**src/rtl/isqrt_pkg.sv**
```systemverilog
// Shared constant for the integer square root pipeline.
`default_nettype none

package isqrt_pkg;

   // Each pipeline step brings down this many radicand bits and settles one root bit.
   localparam int unsigned BITS_PER_STEP = 2;

endpackage : isqrt_pkg

`default_nettype wire

```
**src/rtl/isqrt_stage.sv**
```systemverilog
// One digit-by-digit square root step with its own pipeline register and handshake.
`default_nettype none

module isqrt_stage
   import isqrt_pkg::*;
#(
   parameter int unsigned ROOT_BITS = 16
) (
   input  wire logic                                 clock,
   input  wire logic                                 reset,
   input  wire logic                                 up_valid,
   output logic                                      up_ready,
   input  wire logic [ROOT_BITS:0]                   up_rem,
   input  wire logic [ROOT_BITS-1:0]                 up_root,
   input  wire logic [BITS_PER_STEP*ROOT_BITS-1:0]   up_rad,
   output logic                                      dn_valid,
   input  wire logic                                 dn_ready,
   output logic [ROOT_BITS:0]                        dn_rem,
   output logic [ROOT_BITS-1:0]                      dn_root,
   output logic [BITS_PER_STEP*ROOT_BITS-1:0]        dn_rad
);

   localparam int unsigned RAD_BITS = BITS_PER_STEP * ROOT_BITS;
   localparam int unsigned ACC_BITS = ROOT_BITS + BITS_PER_STEP;

   logic                   vld_ff;
   logic                   vld_in;
   logic [ROOT_BITS:0]     rem_ff;
   logic [ROOT_BITS:0]     rem_in;
   logic [ROOT_BITS-1:0]   root_ff;
   logic [ROOT_BITS-1:0]   root_in;
   logic [RAD_BITS-1:0]    rad_ff;
   logic [RAD_BITS-1:0]    rad_in;
   logic [ACC_BITS-1:0]    acc;
   logic [ACC_BITS-1:0]    trial;
   logic [ACC_BITS-1:0]    diff;
   logic [ROOT_BITS:0]     root_shift;
   logic                   fits;

   // The incoming remainder never exceeds twice the partial root, so its top bit is zero here.
   always_comb begin
      acc        = {up_rem[ROOT_BITS-1:0], up_rad[RAD_BITS-1 -: BITS_PER_STEP]};
      trial      = {up_root, {(BITS_PER_STEP-1){1'b0}}, 1'b1};
      diff       = acc - trial;
      fits       = (acc >= trial);
      root_shift = {up_root, fits};
      root_in    = root_shift[ROOT_BITS-1:0];
      rem_in     = fits ? diff[ROOT_BITS:0] : acc[ROOT_BITS:0];
      rad_in     = up_rad << BITS_PER_STEP;
      up_ready   = !vld_ff || dn_ready;
      vld_in     = up_ready ? up_valid : vld_ff;
   end

   always_ff @(posedge clock) begin
      if (reset) begin
         vld_ff <= 1'b0;
      end else begin
         vld_ff <= vld_in;
      end
   end

   always_ff @(posedge clock) begin
      if (up_valid && up_ready) begin
         rem_ff  <= rem_in;
         root_ff <= root_in;
         rad_ff  <= rad_in;
      end
   end

   assign dn_valid = vld_ff;
   assign dn_rem   = rem_ff;
   assign dn_root  = root_ff;
   assign dn_rad   = rad_ff;

endmodule : isqrt_stage

`default_nettype wire

```
**src/rtl/integer_square_root_floor_unit.sv**
```systemverilog
// Top level of the pipelined floor integer square root unit.
//
//   Channel | Direction | Payload                          | Handshake
//   --------+-----------+----------------------------------+--------------------
//   req     | in        | req_radicand, RADICAND_BITS bits | req_valid/req_ready
//   rsp     | out       | rsp_root, ceil(RADICAND_BITS/2)  | rsp_valid/rsp_ready
//
// The root is settled by a chain of ROOT_BITS identical stages, one root bit per stage
// (16 stages for the default 31-bit radicand), each a single narrow subtract and compare.
// A new transfer can be taken on every cycle while the output is not stalled. A request
// passes through the stage registers in order, and rsp_valid rises once it is held in the
// last one.
// Reset is synchronous and active high; it clears the stage valid bits and the checking
// count, while the datapath registers are left as they are.
// Each stage holds its item while the stage after it is full and not ready, so a stall
// at the output lets empty stages behind it fill up before req_ready falls.
`default_nettype none

module integer_square_root_floor_unit
   import isqrt_pkg::*;
#(
   parameter int unsigned RADICAND_BITS = 31
) (
   input  wire logic                                  clock,
   input  wire logic                                  reset,
   input  wire logic                                  req_valid,
   output logic                                       req_ready,
   input  wire logic [RADICAND_BITS-1:0]              req_radicand,
   output logic                                       rsp_valid,
   input  wire logic                                  rsp_ready,
   output logic [(RADICAND_BITS+1)/2-1:0]             rsp_root
);

   localparam int unsigned ROOT_BITS = (RADICAND_BITS + 1) / 2;
   localparam int unsigned RAD_BITS  = BITS_PER_STEP * ROOT_BITS;
   localparam int unsigned CNT_BITS  = $clog2(ROOT_BITS + 1);

   // Stage i reads index i of each chain and drives index i+1.
   logic [ROOT_BITS:0]     valid_chain;
   logic [ROOT_BITS:0]     ready_chain;
   logic [ROOT_BITS:0]     rem_chain  [ROOT_BITS+1];
   logic [ROOT_BITS-1:0]   root_chain [ROOT_BITS+1];
   logic [RAD_BITS-1:0]    rad_chain  [ROOT_BITS+1];

   // The radicand is zero-extended to an even width so every step takes a full bit pair.
   assign valid_chain[0] = req_valid;
   assign req_ready      = ready_chain[0];
   assign rem_chain[0]   = '0;
   assign root_chain[0]  = '0;
   assign rad_chain[0]   = RAD_BITS'(req_radicand);

   for (genvar i = 0; i < ROOT_BITS; i++) begin : g_step
      isqrt_stage #(
         .ROOT_BITS (ROOT_BITS)
      ) u_stage (
         .clock    (clock),
         .reset    (reset),
         .up_valid (valid_chain[i]),
         .up_ready (ready_chain[i]),
         .up_rem   (rem_chain[i]),
         .up_root  (root_chain[i]),
         .up_rad   (rad_chain[i]),
         .dn_valid (valid_chain[i+1]),
         .dn_ready (ready_chain[i+1]),
         .dn_rem   (rem_chain[i+1]),
         .dn_root  (root_chain[i+1]),
         .dn_rad   (rad_chain[i+1])
      );
   end

   // The last stage register doubles as the output register.
   assign ready_chain[ROOT_BITS] = rsp_ready;
   assign rsp_valid              = valid_chain[ROOT_BITS];
   assign rsp_root               = root_chain[ROOT_BITS];

   // Count of items between request and response transfers, kept for checking only.
   logic [CNT_BITS-1:0] occupancy_ff;
   logic [CNT_BITS-1:0] occupancy_in;

   always_comb begin
      occupancy_in = occupancy_ff + CNT_BITS'(req_valid && req_ready)
                                  - CNT_BITS'(rsp_valid && rsp_ready);
   end

   always_ff @(posedge clock) begin
      if (reset) begin
         occupancy_ff <= '0;
      end else begin
         occupancy_ff <= occupancy_in;
      end
   end

   // Every accepted item sits in exactly one stage until its response transfer.
   a_occupancy_matches : assert property (@(posedge clock) disable iff (reset)
      int'(occupancy_ff) == $countones(valid_chain[ROOT_BITS:1]))
      else $error("pipeline valid bits disagree with transfer count");

   // Requests are refused only when every stage holds an item.
   a_no_wasted_stall : assert property (@(posedge clock) disable iff (reset)
      !req_ready |-> (&valid_chain[ROOT_BITS:1]))
      else $error("request stalled while a stage is empty");

   // Nothing leaves the pipeline in the cycle after a reset cycle.
   a_reset_empties : assert property (@(posedge clock)
      reset |=> !rsp_valid)
      else $error("response valid right after reset");

endmodule : integer_square_root_floor_unit

`default_nettype wire

```
**config.mk**
```make
export PLATFORM = sky130hd
export DESIGN_NAME = integer_square_root_floor_unit
export DESIGN_NICKNAME = d
export VERILOG_FILES = /design/src/rtl/isqrt_pkg.sv /design/src/rtl/isqrt_stage.sv /design/src/rtl/integer_square_root_floor_unit.sv
export SDC_FILE = /design/constraint.sdc
export NUM_CORES = 1
export LEC_CHECK = 0
export BUFFER_PORTS_ARGS = -buffer_cell sky130_fd_sc_hd__buf_2
export CORE_MARGIN = 4
export CORE_UTILIZATION = 42
export CTS_CLUSTER_DIAMETER = 40
export DETAILED_ROUTE_END_ITERATION = 7
export HOLD_SLACK_MARGIN = 0.06
export PLACE_DENSITY = 0.63
export SYNTH_ARGS = -nofsm -noshare
export SYNTH_HDL_FRONTEND = slang
export SYNTH_HIERARCHICAL = 1
export SYNTH_SLANG_ARGS = --single-unit
```
**constraint.sdc**
```tcl
create_clock -name clock -period 7.72 [get_ports clock]
set_input_delay 1.544 -clock clock [delete_from_list [all_inputs] [get_ports clock]]
set_output_delay 1.544 -clock clock [all_outputs]
set_load 0.05 [all_outputs]
```
Word-level counts from Yosys, hierarchy flattened
Index checks and enable logic that the tools add are counted.
{ "word_totals": {"input_bits": 35, "output_inout_bits": 18, "register_bits": 618, "elab_cells": 157} }
{ "classes": {"muxes": 15, "reduce_logical": 48, "order_cmp": 16, "add_sub_neg": 15} }
{ "op_table": {"columns": ["operator", "count"], "rows": [
  ["two-way mux 16 bit", 14],
  [">= comparator 18 x 10 -> 1 bit", 1],
  [">= comparator 18 x 11 -> 1 bit", 1],
  [">= comparator 18 x 12 -> 1 bit", 1],
  [">= comparator 18 x 13 -> 1 bit", 1],
  [">= comparator 18 x 14 -> 1 bit", 1],
  [">= comparator 18 x 15 -> 1 bit", 1],
  [">= comparator 18 x 16 -> 1 bit", 1],
  [">= comparator 18 x 17 -> 1 bit", 1],
  [">= comparator 18 x 3 -> 1 bit", 1],
  [">= comparator 18 x 4 -> 1 bit", 1],
  [">= comparator 18 x 5 -> 1 bit", 1],
  [">= comparator 18 x 6 -> 1 bit", 1],
  [">= comparator 18 x 7 -> 1 bit", 1],
  [">= comparator 18 x 8 -> 1 bit", 1],
  [">= comparator 18 x 9 -> 1 bit", 1],
  ["logical AND 1 bit", 16],
  ["zero test 1 bit", 16],
  ["logical OR 1 bit", 16],
  ["subtractor 16 x 10 -> 16 bit", 1],
  ["subtractor 16 x 11 -> 16 bit", 1],
  ["subtractor 16 x 12 -> 16 bit", 1],
  ["subtractor 16 x 13 -> 16 bit", 1],
  ["subtractor 16 x 14 -> 16 bit", 1],
  ["12 further kinds", 12]
]} }

Depth between registers and ports, before layout
Gate-level depths: netlist of run 1.
{ "logic_depth": {"depth_word": 18, "mapped_depth": 17, "mapped_depth_nobuf": 17} }

Cells and area by module
The synthesis of run 1 kept the hierarchy.
{ "by_module_without_submodules": {"columns": ["module", "cells_each", "n_inst", "area_per_inst_um2", "seq_area_each_um2"], "rows": [
  ["isqrt_stage", 245, 16, 3251.9, 1911.8],
  ["integer_square_root_floor_unit", 1, 1, 3.8, 0.0]
]} }

Worst setup path after synthesis of run 1
OpenSTA, ideal clock, no wires.
{ "synth_timing": {"path_type": "input to register", "start": "input rsp_ready", "end": "register g_step[0].u_stage.rad_ff[10] (enable)", "required_ns": 7.293, "path_stages": 17, "t_arrival_ns": 5.389, "setup_ns": 0.427, "path_buffers": 0, "path_slack_ns": 1.904, "cell_sequence": "nand2b_1 > nand2b_1 > nand2b_1 > nand2b_1 > nand2b_1 > nand2b_1 > nand2b_1 > nand2b_1 > nand2b_1 > nand2b_1 > nand2b_1 > nand2b_1 > nand2b_1 > nand2b_1 > nand2b_1 > nand2b_1 > and2_1"} }
{ "synth_via": {"elab_chain_cells": 17} }
{ "synth_lines": {"columns": ["item", "line_no", "text"], "rows": [
  ["start, declared", "integer_square_root_floor_unit.sv:30", "input wire logic rsp_ready,"],
  ["logical OR 1 bit (2 in a row)", "isqrt_stage.sv:50", "up_ready = !vld_ff || dn_ready;"],
  ["named net ready_chain[14]", "integer_square_root_floor_unit.sv:40", "logic [ROOT_BITS:0] ready_chain;"],
  ["logical OR 1 bit", "isqrt_stage.sv:50", null],
  ["named net ready_chain[13]", "integer_square_root_floor_unit.sv:40", null],
  ["logical OR 1 bit", "isqrt_stage.sv:50", null],
  ["named net ready_chain[12]", "integer_square_root_floor_unit.sv:40", null],
  ["logical OR 1 bit", "isqrt_stage.sv:50", null],
  ["named net ready_chain[11]", "integer_square_root_floor_unit.sv:40", null],
  ["(+1 left out)", null, null],
  ["named net ready_chain[10]", "integer_square_root_floor_unit.sv:40", null],
  ["(+1 left out)", null, null],
  ["named net ready_chain[9]", "integer_square_root_floor_unit.sv:40", null],
  ["(+1 left out)", null, null],
  ["named net ready_chain[8]", "integer_square_root_floor_unit.sv:40", null],
  ["(+1 left out)", null, null],
  ["named net ready_chain[7]", "integer_square_root_floor_unit.sv:40", null],
  ["(+1 left out)", null, null],
  ["named net ready_chain[6]", "integer_square_root_floor_unit.sv:40", null],
  ["(+1 left out)", null, null],
  ["named net ready_chain[5]", "integer_square_root_floor_unit.sv:40", null],
  ["(+1 left out)", null, null],
  ["named net ready_chain[4]", "integer_square_root_floor_unit.sv:40", null],
  ["(+1 left out)", null, null],
  ["named net ready_chain[3]", "integer_square_root_floor_unit.sv:40", null],
  ["logical OR 1 bit", "isqrt_stage.sv:50", null],
  ["named net ready_chain[2]", "integer_square_root_floor_unit.sv:40", null],
  ["logical OR 1 bit", "isqrt_stage.sv:50", null],
  ["named net ready_chain[1]", "integer_square_root_floor_unit.sv:40", null],
  ["logical OR 1 bit", "isqrt_stage.sv:50", null],
  ["named net req_ready", "integer_square_root_floor_unit.sv:27", "output logic req_ready,"],
  ["logical AND 1 bit", "isqrt_stage.sv:63", "if (up_valid && up_ready) begin"],
  ["end signal, assigned", "isqrt_stage.sv:66", "rad_ff <= rad_in;"],
  ["end, declared", "isqrt_stage.sv:32", "logic [RAD_BITS-1:0] rad_ff;"]
]} }
The timed path passes the listed nets, and every way through them passes these cells.
A chain may end at the register's enable or synchronous reset.

Final worst setup path of run 1
{ "layout_timing": {"start": "input rsp_ready", "end": "output req_ready"} }
{ "layout_via": {"elab_chain_cells": 16} }
{ "layout_lines": {"columns": ["item", "line_no"], "rows": [
  ["logical OR 1 bit", "isqrt_stage.sv:50"],
  ["named net ready_chain[15]", "integer_square_root_floor_unit.sv:40"],
  ["logical OR 1 bit", "isqrt_stage.sv:50"],
  ["named net ready_chain[14]", "integer_square_root_floor_unit.sv:40"],
  ["logical OR 1 bit", "isqrt_stage.sv:50"],
  ["named net ready_chain[13]", "integer_square_root_floor_unit.sv:40"],
  ["logical OR 1 bit", "isqrt_stage.sv:50"],
  ["named net ready_chain[12]", "integer_square_root_floor_unit.sv:40"],
  ["(+1 left out)", null],
  ["named net ready_chain[11]", "integer_square_root_floor_unit.sv:40"],
  ["(+1 left out)", null],
  ["named net ready_chain[10]", "integer_square_root_floor_unit.sv:40"],
  ["(+1 left out)", null],
  ["named net ready_chain[9]", "integer_square_root_floor_unit.sv:40"],
  ["(+1 left out)", null],
  ["named net ready_chain[8]", "integer_square_root_floor_unit.sv:40"],
  ["(+1 left out)", null],
  ["named net ready_chain[7]", "integer_square_root_floor_unit.sv:40"],
  ["(+1 left out)", null],
  ["named net ready_chain[6]", "integer_square_root_floor_unit.sv:40"],
  ["(+1 left out)", null],
  ["named net ready_chain[5]", "integer_square_root_floor_unit.sv:40"],
  ["(+1 left out)", null],
  ["named net ready_chain[4]", "integer_square_root_floor_unit.sv:40"],
  ["logical OR 1 bit", "isqrt_stage.sv:50"],
  ["named net ready_chain[3]", "integer_square_root_floor_unit.sv:40"],
  ["logical OR 1 bit", "isqrt_stage.sv:50"],
  ["named net ready_chain[2]", "integer_square_root_floor_unit.sv:40"],
  ["logical OR 1 bit", "isqrt_stage.sv:50"],
  ["named net ready_chain[1]", "integer_square_root_floor_unit.sv:40"],
  ["logical OR 1 bit", "isqrt_stage.sv:50"],
  ["end, declared", "integer_square_root_floor_unit.sv:27"]
]} }
The timed path passes the listed nets, and every way through them passes these cells.

==> flow_metrics.py, run 1 <==
metrics = {
    "power_and_ir_drop": {
        "clock_power_share_pct": 47.5,
        "powerDensity_nw_per_um2": 212,
        "p_sw_uw": 2180,
        "seqPwrFrac_pct": 46.0,
        "leakage_uw": 0.0185,
        "combinationalPowerShare_pct": 6.4,
        "p_int_uw": 7730,
        "swShare_pct": 22.0,
        "irDropWorstVdd_mv": 0.187,
    },
    "die": {
        "die_y_um": 324,
        "start_util_pct": 42.5,
        "die_area_um2": 105000,
        "row_count": 115,
        "die_w_um": 324,
        "pin_count": 53,
        "core_um2": 98700,
    },
    "global_routing": {
        "grt_overflow": 0,
        "grt_max_degree": 63,
        "antenna_found_initial": 0,
        "grt_pass1_vias": 24900,
        "grt.total_usage_pct": 15.5,
        "grt_pass1_wl_um": 131000,
    },
    "sta": {
        "tightestPinTransition_ns": 1.09,
        "finalSetupViolations": 0,
        "fin_crit_sh_pct": 82.3,
        "slew_violations": 0,
        "slew_headroom_pct": 27.4,
        "fmax_ghz": 0.157,
        "clock_skew_ns": 0.0220,
        "rsz0062_at_grt": "no",
        "finalHoldViolCount": 0,
        "timing.final.crit_period_ns": 6.36,
        "fin_tns_setup_ns": 0,
    },
    "cts": {
        "clock_latency_ns": 0.65,
        "cts_resized": 0,
        "holdBufCountCts": 0,
        "clkTransAtPathRegs_ns": 0.06,
        "ctsRootBufferMaster": "clkbuf_16",
        "cts_tree": "done",
        "cts_buffers": 102,
        "htree_levels": 3,
        "post_cts_buffers": 0,
        "clockBufferDepth": 3,
        "clock-sinks": 752,
    },
    "drt": {
        "routedWlPerCell_um": 16.8,
        "vias_per_cell": 5.33,
        "antenna_left": 0,
        "totalWireLength_um": 81500,
        "drt_iter0_drc": 1497,
        "drc": 0,
        "vias": 25900,
        "drt_pre_antenna_iters": 5,
    },
    "layout": {
        "design_area_um2": 46800,
        "final_cells": 4854,
        "area_delta_synth_final_pct": 11.7,
        "fin_nets": 3805,
        "fillCellCount": 8756,
        "drive_above_1_share_pct": 13.0,
        "num_antenna_cells": 0,
    },
    "synthesis": {
        "syn_avg_cell_area_um2": 12.5,
        "synth_area_um2": 41900,
        "synthCells": 3365,
        "ys_warn_count": 6,
    },
    "job": {
        "cap_violations": 0,
    },
    "critical_path": {
        "end_kind": "primary output",
        "crit_type": "primary input to primary output",
        "cp-start-kind": "primary input",
        "required_ns": 6.18,
        "cp_max_fo": 3,
        "critPathArrivalTime_ns": 4.81,
    },
    "place": {
        "dp_hpwl_um": 61500,
        "gp_congestion": 0.858,
        "place_inst": 4665,
        "placed_area_um2": 43300,
        "io_buffers": 52,
    },
    "outcome": {
        "status": "finished, final reports clean",
    },
    "worst_hold_path": {
        "hold_class": "register to register",
    },
}
==> critical path, stage by stage <==
cell      delay, ns
buf_2          0.09
nand2b_1       0.15
nand2b_1       0.18
nand2b_1       0.27
nand2b_1       0.23
nand2b_1       0.17
nand2b_1       0.17
nand2b_1       0.18
nand2b_1       0.17
nand2b_1       0.17
nand2b_1       0.17
nand2b_1       0.18
nand2b_1       0.17
nand2b_1       0.17
nand2b_1       0.19
nand2b_1       0.18
nand2b_1       0.17
buf_2          0.24
==> metal layers <==
metal	GRT usage (%)	share of wire, %	vias up
met5	0	0	-
met2	26.8	49	551
li1	-	-	12900
met4	4.42	2.6	0
met1	20.0	44	12300
met3	2.62	4.4	146
==> cells in the final DEF (no fill, tap or decap), drive strengths merged, types with 16 or more instances in the layout <==
cell type and count:
o2111ai 16, and4 31, nand3 107, a31oi 16, clkbuf 107, nor3 61, dfxtp 16, nand2b 48
inv 404, mux2 135, ha 288, a311o 16, o31ai 77, edfxtp 736, a21o 123, a21oi 124
xor2 45, or2 16, xnor2 120, nand4 32, clkinv 33, and3 47, buf 61, nand2 47
o21ai 166, o31a 16, nor2b 16, nor2 136, o21a 105, conb 64, and2 63
==> registers in the layout, summed over array words and instances (netlist names) <==
signal,cells
g_step.u_stage/dn_rad,240
g_step.u_stage/dn_rem,240
g_step.u_stage/dn_root,256
g_step.u_stage/dn_valid,16
==> through the flow <==
| step | total power, uW | setup slack (ns) | hold slack (ns) | utilization (%) |
|---|---|---|---|---|
| after global placement | 5260 | 1.38 | 0.400 | 43.9 |
| after global routing | 10300 | 1.01 | 0.414 | 47.4 |
| after CTS | 10000 | 1.35 | 0.399 | 47.4 |
| final | 9910 | 1.36 | 0.406 | 47.4 |
| after detailed placement | 5270 | 1.42 | 0.405 | 43.9 |
| after floorplan | 5150 | 1.91 | 0.400 | - |
==> path summary, 6_finish.rpt <==
path                                                  from                                     end  slack (ns)  cells past startpoint
setup / recovery                                 rsp_ready                               req_ready        1.36                     18
hold / removal      g_step[5].u_stage/dn_rad[16]$_DFFE_PP_  g_step[6].u_stage/dn_rad[18]$_DFFE_PP_        0.41                      0
setup reg to reg  g_step[15].u_stage/dn_valid$_SDFFE_PP0N_  g_step[0].u_stage/dn_rad[23]$_DFFE_PP_        3.54                     18
hold reg to reg     g_step[5].u_stage/dn_rad[16]$_DFFE_PP_  g_step[6].u_stage/dn_rad[18]$_DFFE_PP_        0.41                      0
==> power by group through the flow <==
| stage | registers [uW] | logic (uW) | clock network [uW] |
|---|---|---|---|
| 6_report | 4560 | 637 | 4710 |
| 4_1_cts | 4560 | 623 | 4840 |
| 2_1_floorplan | 4630 | 523 | 0 |
| 3_3_place_gp | 4650 | 612 | 0 |
| 3_5_place_dp | 4650 | 619 | 0 |
| 5_1_grt | 4560 | 702 | 5040 |
==> cell type report <==
| type | instances | area, um^2 | share of cell area, % |
|---|---|---|---|
| Inverter | 380 | 1550 | 3.30 |
| Tap cell | 1287 | 1610 | 3.44 |
| Multi-Input combinational cell | 2185 | 17400 | 37.1 |
| Clock inverter | 82 | 905 | 1.93 |
| Timing Repair Buffer | 61 | 328 | 0.700 |
| Clock buffer | 107 | 2610 | 5.58 |
| Sequential cell | 752 | 22400 | 47.9 |
Power figures use the tool's default switching activity.
==> inputs of run 2 (changes only) <==
Settings changed: ABC_AREA set to 1.
Clock period 7.72 ns to 6 ns, I/O delays scaled along.
==> flow_metrics.py, run 2 <==
metrics = {
    "global_routing": {
        "grt_pass1_wl_um": 161000,
        "grt_pass1_vias": 30600,
        "grt.total_usage_pct": 17.8,
        "antenna_found_initial": 2,
        "grt_max_degree": 63,
        "grt_overflow": 0,
    },
    "drt": {
        "vias": 32400,
        "drc": 0,
        "totalWireLength_um": 101000,
        "vias_per_cell": 4.73,
        "drt_pre_antenna_iters": 5,
        "antenna_left": 0,
        "routedWlPerCell_um": 14.7,
        "drt_iter0_drc": 2242,
    },
    "synthesis": {
        "syn_avg_cell_area_um2": 8.76,
        "synth_area_um2": 45200,
        "synthCells": 5160,
        "ys_warn_count": 6,
    },
    "power_and_ir_drop": {
        "clock_power_share_pct": 47.9,
        "combinationalPowerShare_pct": 8.0,
        "p_int_uw": 10200,
        "powerDensity_nw_per_um2": 265,
        "p_sw_uw": 3310,
        "leakage_uw": 0.0247,
        "irDropWorstVdd_mv": 0.259,
        "swShare_pct": 24.5,
        "seqPwrFrac_pct": 44.1,
    },
    "die": {
        "pin_count": 53,
        "die_y_um": 336,
        "row_count": 120,
        "start_util_pct": 42.3,
        "core_um2": 107000,
        "die_area_um2": 113000,
        "die_w_um": 336,
    },
    "sta": {
        "fin_tns_setup_ns": 0,
        "rsz0062_at_grt": "no",
        "slew_violations": 0,
        "fmax_ghz": 0.182,
        "fin_crit_sh_pct": 91.8,
        "slew_headroom_pct": 19.1,
        "clock_skew_ns": 0.0366,
        "fin_ws_ns": 0.492,
        "tightestPinTransition_ns": 1.21,
        "finalHoldViolCount": 0,
        "finalSetupViolations": 0,
        "timing.final.crit_period_ns": 5.51,
    },
    "layout": {
        "final_cell_mix": "1734 x nand2_1, 968 x inv_1, 736 x edfxtp_1",
        "num_antenna_cells": 0,
        "final_common_cell": "nand2_1",
        "area_delta_synth_final_pct": 12.8,
        "fin_util_pct": 47.7,
        "largest_reg_flops": 256,
        "final_cells": 6842,
        "drive_above_1_share_pct": 12.9,
        "fin_nets": 5673,
    },
    "cts": {
        "clock_latency_ns": 0.69,
        "clkTransAtPathRegs_ns": 0.06,
        "ctsRootBufferMaster": "clkbuf_16",
        "clockBufferDepth": 3,
        "clock-sinks": 752,
        "cts_buffers": 107,
        "cts_tree": "done",
        "htree_levels": 3,
    },
    "job": {
        "cap_violations": 0,
    },
    "place": {
        "place_inst": 6644,
        "pre_cts_slack_ns": 0.262,
        "dp_hpwl_um": 77500,
        "io_buffers": 52,
        "gp_congestion": 0.906,
    },
    "outcome": {
        "status": "finished, final reports clean",
    },
    "critical_path": {
        "rr_endpoint": "g_step[0].u_stage/dn_rad[27]$_DFFE_PP_",
        "path_common_cell": "nand2_1",
        "crit_path_top_delay_cell": "buf_4",
        "cp-start-kind": "primary input",
        "rrSetupSlack_ns": 2.10,
        "end_kind": "primary output",
        "endpoint": "req_ready",
        "critPathArrivalTime_ns": 4.31,
        "setup.worst_path.start": "rsp_ready",
        "crit_type": "primary input to primary output",
        "r2r-start": "g_step[15].u_stage/dn_valid$_SDFFE_PP0N_",
        "reg2reg_depth": 32,
        "required_ns": 4.80,
        "slowest_delay_ns": 0.19,
        "cp_max_fo": 2,
    },
    "worst_hold_path": {
        "hold_class": "register to register",
    },
}
==> run 2: worst min-delay path by stage <==
| stage | startpoint | cells after the start | slack (ns) | endpoint |
|---|---|---|---|---|
| after floorplan | g_step[9].u_stage/dn_rad[20]$_DFFE_PP_ | 0 | 0.40 | g_step[10].u_stage/dn_rad[22]$_DFFE_PP_ |
| after global placement | g_step[5].u_stage/dn_rad[28]$_DFFE_PP_ | 0 | 0.40 | g_step[6].u_stage/dn_rad[30]$_DFFE_PP_ |
| after detailed placement | g_step[9].u_stage/dn_rad[20]$_DFFE_PP_ | 0 | 0.40 | g_step[10].u_stage/dn_rad[22]$_DFFE_PP_ |
| after CTS | g_step[5].u_stage/dn_rad[17]$_DFFE_PP_ | 0 | 0.40 | g_step[6].u_stage/dn_rad[19]$_DFFE_PP_ |
| after global routing | g_step[5].u_stage/dn_rad[17]$_DFFE_PP_ | 0 | 0.40 | g_step[6].u_stage/dn_rad[19]$_DFFE_PP_ |
| final | g_step[0].u_stage/dn_rad[28]$_DFFE_PP_ | 0 | 0.40 | g_step[1].u_stage/dn_rad[30]$_DFFE_PP_ |
==> run 2: metrics by stage <==
step / power (uW) / hold WS, ns / cell area (um^2)
floorplan: 6910 / 0.400 / 45400
global placement: 7110 / 0.401 / 47200
detailed placement: 7130 / 0.405 / 47200
CTS: 13700 / 0.398 / 51000
global route: 14100 / 0.402 / 51000
finish: 13500 / 0.404 / 51000
==> run 2: metal layers <==
metal / part of all wire, % / vias to the layer above / GRT usage, % / wire length [um]
met5: 0.013 / - / 0 / 13
met4: 2.4 / 2 / 5.28 / 2420
met1: 47 / 14800 / 24.4 / 47200
met3: 4.2 / 147 / 2.58 / 4230
li1: - / 16800 / - / -
met2: 47 / 636 / 29.5 / 46900
==> run 2: power groups by stage <==
stage / clock [uW] / sequential [uW] / combinational, uW
after floorplan: 0 / 6030 / 882
after global placement: 0 / 6060 / 1060
after detailed placement: 0 / 6060 / 1070
after CTS: 6620 / 5950 / 1080
after global routing: 6890 / 5960 / 1250
final: 6470 / 5950 / 1090
==> run 2: critical path, delay by kind of cell <==
| family | cells | cell delay [ns] |
|---|---|---|
| buf+inv | 18 | 1.83 |
| simple gates | 16 | 1.24 |
==> run 2: area by class of cell <==
type,instances,area [um^2]
clock buffer,114,2750
inverter,1039,3900
fill,10100,55900
clock inverter,84,1020
multi-input combinational,3386,18800
sequential,752,22400
tap,1403,1760
timing repair buffer,64,365
==> run 2: repair_timing <==
| action | 4_1_cts | 5_1_grt |
|---|---|---|
| setup buffers | 0 | 0 |
| hold buffers | 0 | 0 |
| gates resized for setup | 0 | 9 |
| endpoints found under the setup margin | 0 | 1 |
==> inputs of run 3 (changes only) <==
Settings changed: CTS_BUF_LIST set to sky130_fd_sc_hd__clkbuf_4.
==> flow_metrics.py, run 3 (synthesis gave the netlist of run 2 again) <==
metrics = {
    "die": {
        "start_util_pct": 42.3,
        "row_count": 120,
        "core_um2": 107000,
        "pin_count": 53,
        "die_y_um": 336,
        "die_area_um2": 113000,
        "die_w_um": 336,
    },
    "layout": {
        "fin_nets": 5764,
        "regArea_um2": 22400,
        "final_common_cell": "nand2_1",
        "multi_input_area_um2": 18800,
        "area_delta_synth_final_pct": 10.3,
        "final_cells": 6998,
        "final_cell_mix": "1734 x nand2_1, 964 x inv_1, 736 x edfxtp_1",
        "design_area_um2": 49800,
        "fin_util_pct": 46.6,
        "largest_reg_flops": 256,
        "drive_above_1_share_pct": 14.8,
        "fillCellCount": 10300,
    },
    "critical_path": {
        "crit_type": "register to primary output",
        "slowest_delay_ns": 0.34,
        "cp_max_fo": 3,
        "required_ns": 4.80,
        "path_common_cell": "nand2_1",
        "end_kind": "primary output",
        "critical_path_buf_inv_count": 16,
        "cp-start-kind": "register",
        "critPathArrivalTime_ns": 4.20,
        "rrSetupSlack_ns": 2.21,
        "cpLargestDelayFamily": "buffers and inverters",
        "crit_path_top_delay_cell": "dfxtp_2",
    },
    "cts": {
        "ctsRootBufferMaster": "clkbuf_4",
        "cts_tree": "done",
        "clockBufferDepth": 3,
        "htree_levels": 4,
        "clock-sinks": 752,
        "holdBufCountCts": 0,
        "clock_latency_ns": 1.07,
        "clkTransAtPathRegs_ns": 0.07,
        "cts_buffers": 198,
    },
    "drt": {
        "totalWireLength_um": 101000,
        "drc": 0,
        "vias": 32800,
        "drt_iter0_drc": 2223,
        "drt_pre_antenna_iters": 6,
        "routedWlPerCell_um": 14.4,
        "vias_per_cell": 4.69,
        "antenna_left": 0,
    },
    "place": {
        "pre_cts_slack_ns": 0.262,
        "gp_congestion": 0.906,
        "placed_area_um2": 47200,
        "dp_hpwl_um": 77500,
        "io_buffers": 52,
        "place_inst": 6644,
    },
    "worst_hold_path": {
        "hold_class": "primary input to register",
    },
    "global_routing": {
        "grt.total_usage_pct": 17.9,
        "grt_pass1_wl_um": 161000,
        "grt_max_degree": 63,
        "antenna_found_initial": 3,
        "grt_overflow": 0,
        "grt_pass1_vias": 31300,
    },
    "job": {
        "cap_violations": 0,
    },
    "sta": {
        "finalSetupViolations": 0,
        "fin_crit_sh_pct": 90.0,
        "tightestPinTransition_ns": 1.23,
        "finalHoldViolCount": 0,
        "fmax_ghz": 0.185,
        "fin_ws_ns": 0.602,
        "slew_violations": 0,
        "clock_skew_ns": 0.0758,
        "timing.final.crit_period_ns": 5.40,
        "slew_headroom_pct": 17.8,
    },
    "outcome": {
        "status": "finished, final reports clean",
    },
    "power_and_ir_drop": {
        "leakage_uw": 0.0244,
        "irDropWorstVdd_mv": 0.198,
        "powerDensity_nw_per_um2": 232,
    },
}
-- run 3: per-layer routing --
metal  track usage [%]  share of wire (%)  up-vias
li1                  -                  -    17100
met1              24.1                 46    14800
met2              29.2                 46      716
met3              3.45                5.0      156
met4              6.21                2.5        0
met5                 0                  0        -
-- run 3: where the power goes --
part	leakage [uW]	internal (uW)	switching (uW)
clock network	0.00155	2490	2050
logic	0.0160	366	720
registers	0.00684	5880	69.5
-- run 3: path summary, 6_finish.rpt --
check,depth (start not counted),startpoint,endpoint
worst max-delay path,32,g_step[15].u_stage/dn_valid$_SDFFE_PP0N_,req_ready
worst min-delay path,1,req_radicand[5],g_step[0].u_stage/dn_rad[7]$_DFFE_PP_
worst max register to register,32,g_step[15].u_stage/dn_valid$_SDFFE_PP0N_,g_step[0].u_stage/dn_rad[26]$_DFFE_PP_
worst min register to register,0,g_step[3].u_stage/dn_rad[11]$_DFFE_PP_,g_step[4].u_stage/dn_rad[13]$_DFFE_PP_
-- run 3: repair_timing --
item	in CTS	in global routing
gates resized for setup	0	14
endpoints found under the setup margin	0	1
buffers inserted	0	0
-- run 3: area by class of cell --
cell class,instances,area share [%]
Antenna cell,5,0.0251
Clock buffer,279,4.20
Clock inverter,70,1.04
Inverter,1039,7.82
Multi-Input combinational cell,3386,37.7
Sequential cell,752,45.0
Tap cell,1403,3.52
Timing Repair Buffer,64,0.733
-- run 3: worst register-to-register path: cells and delay by family, from the launching register on --
kind | cells | cell delay [ns]
buffers and inverters | 16 | 1.59
AOI/OAI and AO/OA | 1 | 0.10
and+or+nand+nor | 15 | 1.27
DFF | 1 | 0.33
-- run 3: through the flow --
step / power [uW] / setup TNS, ns / hold WS [ns]
floorplan: 6910 / 0 / 0.400
global placement: 7110 / 0 / 0.401
detailed placement: 7130 / 0 / 0.405
CTS: 11800 / 0 / 0.154
global route: 12300 / -0.000209 / 0.179
finish: 11600 / 0 / 0.329
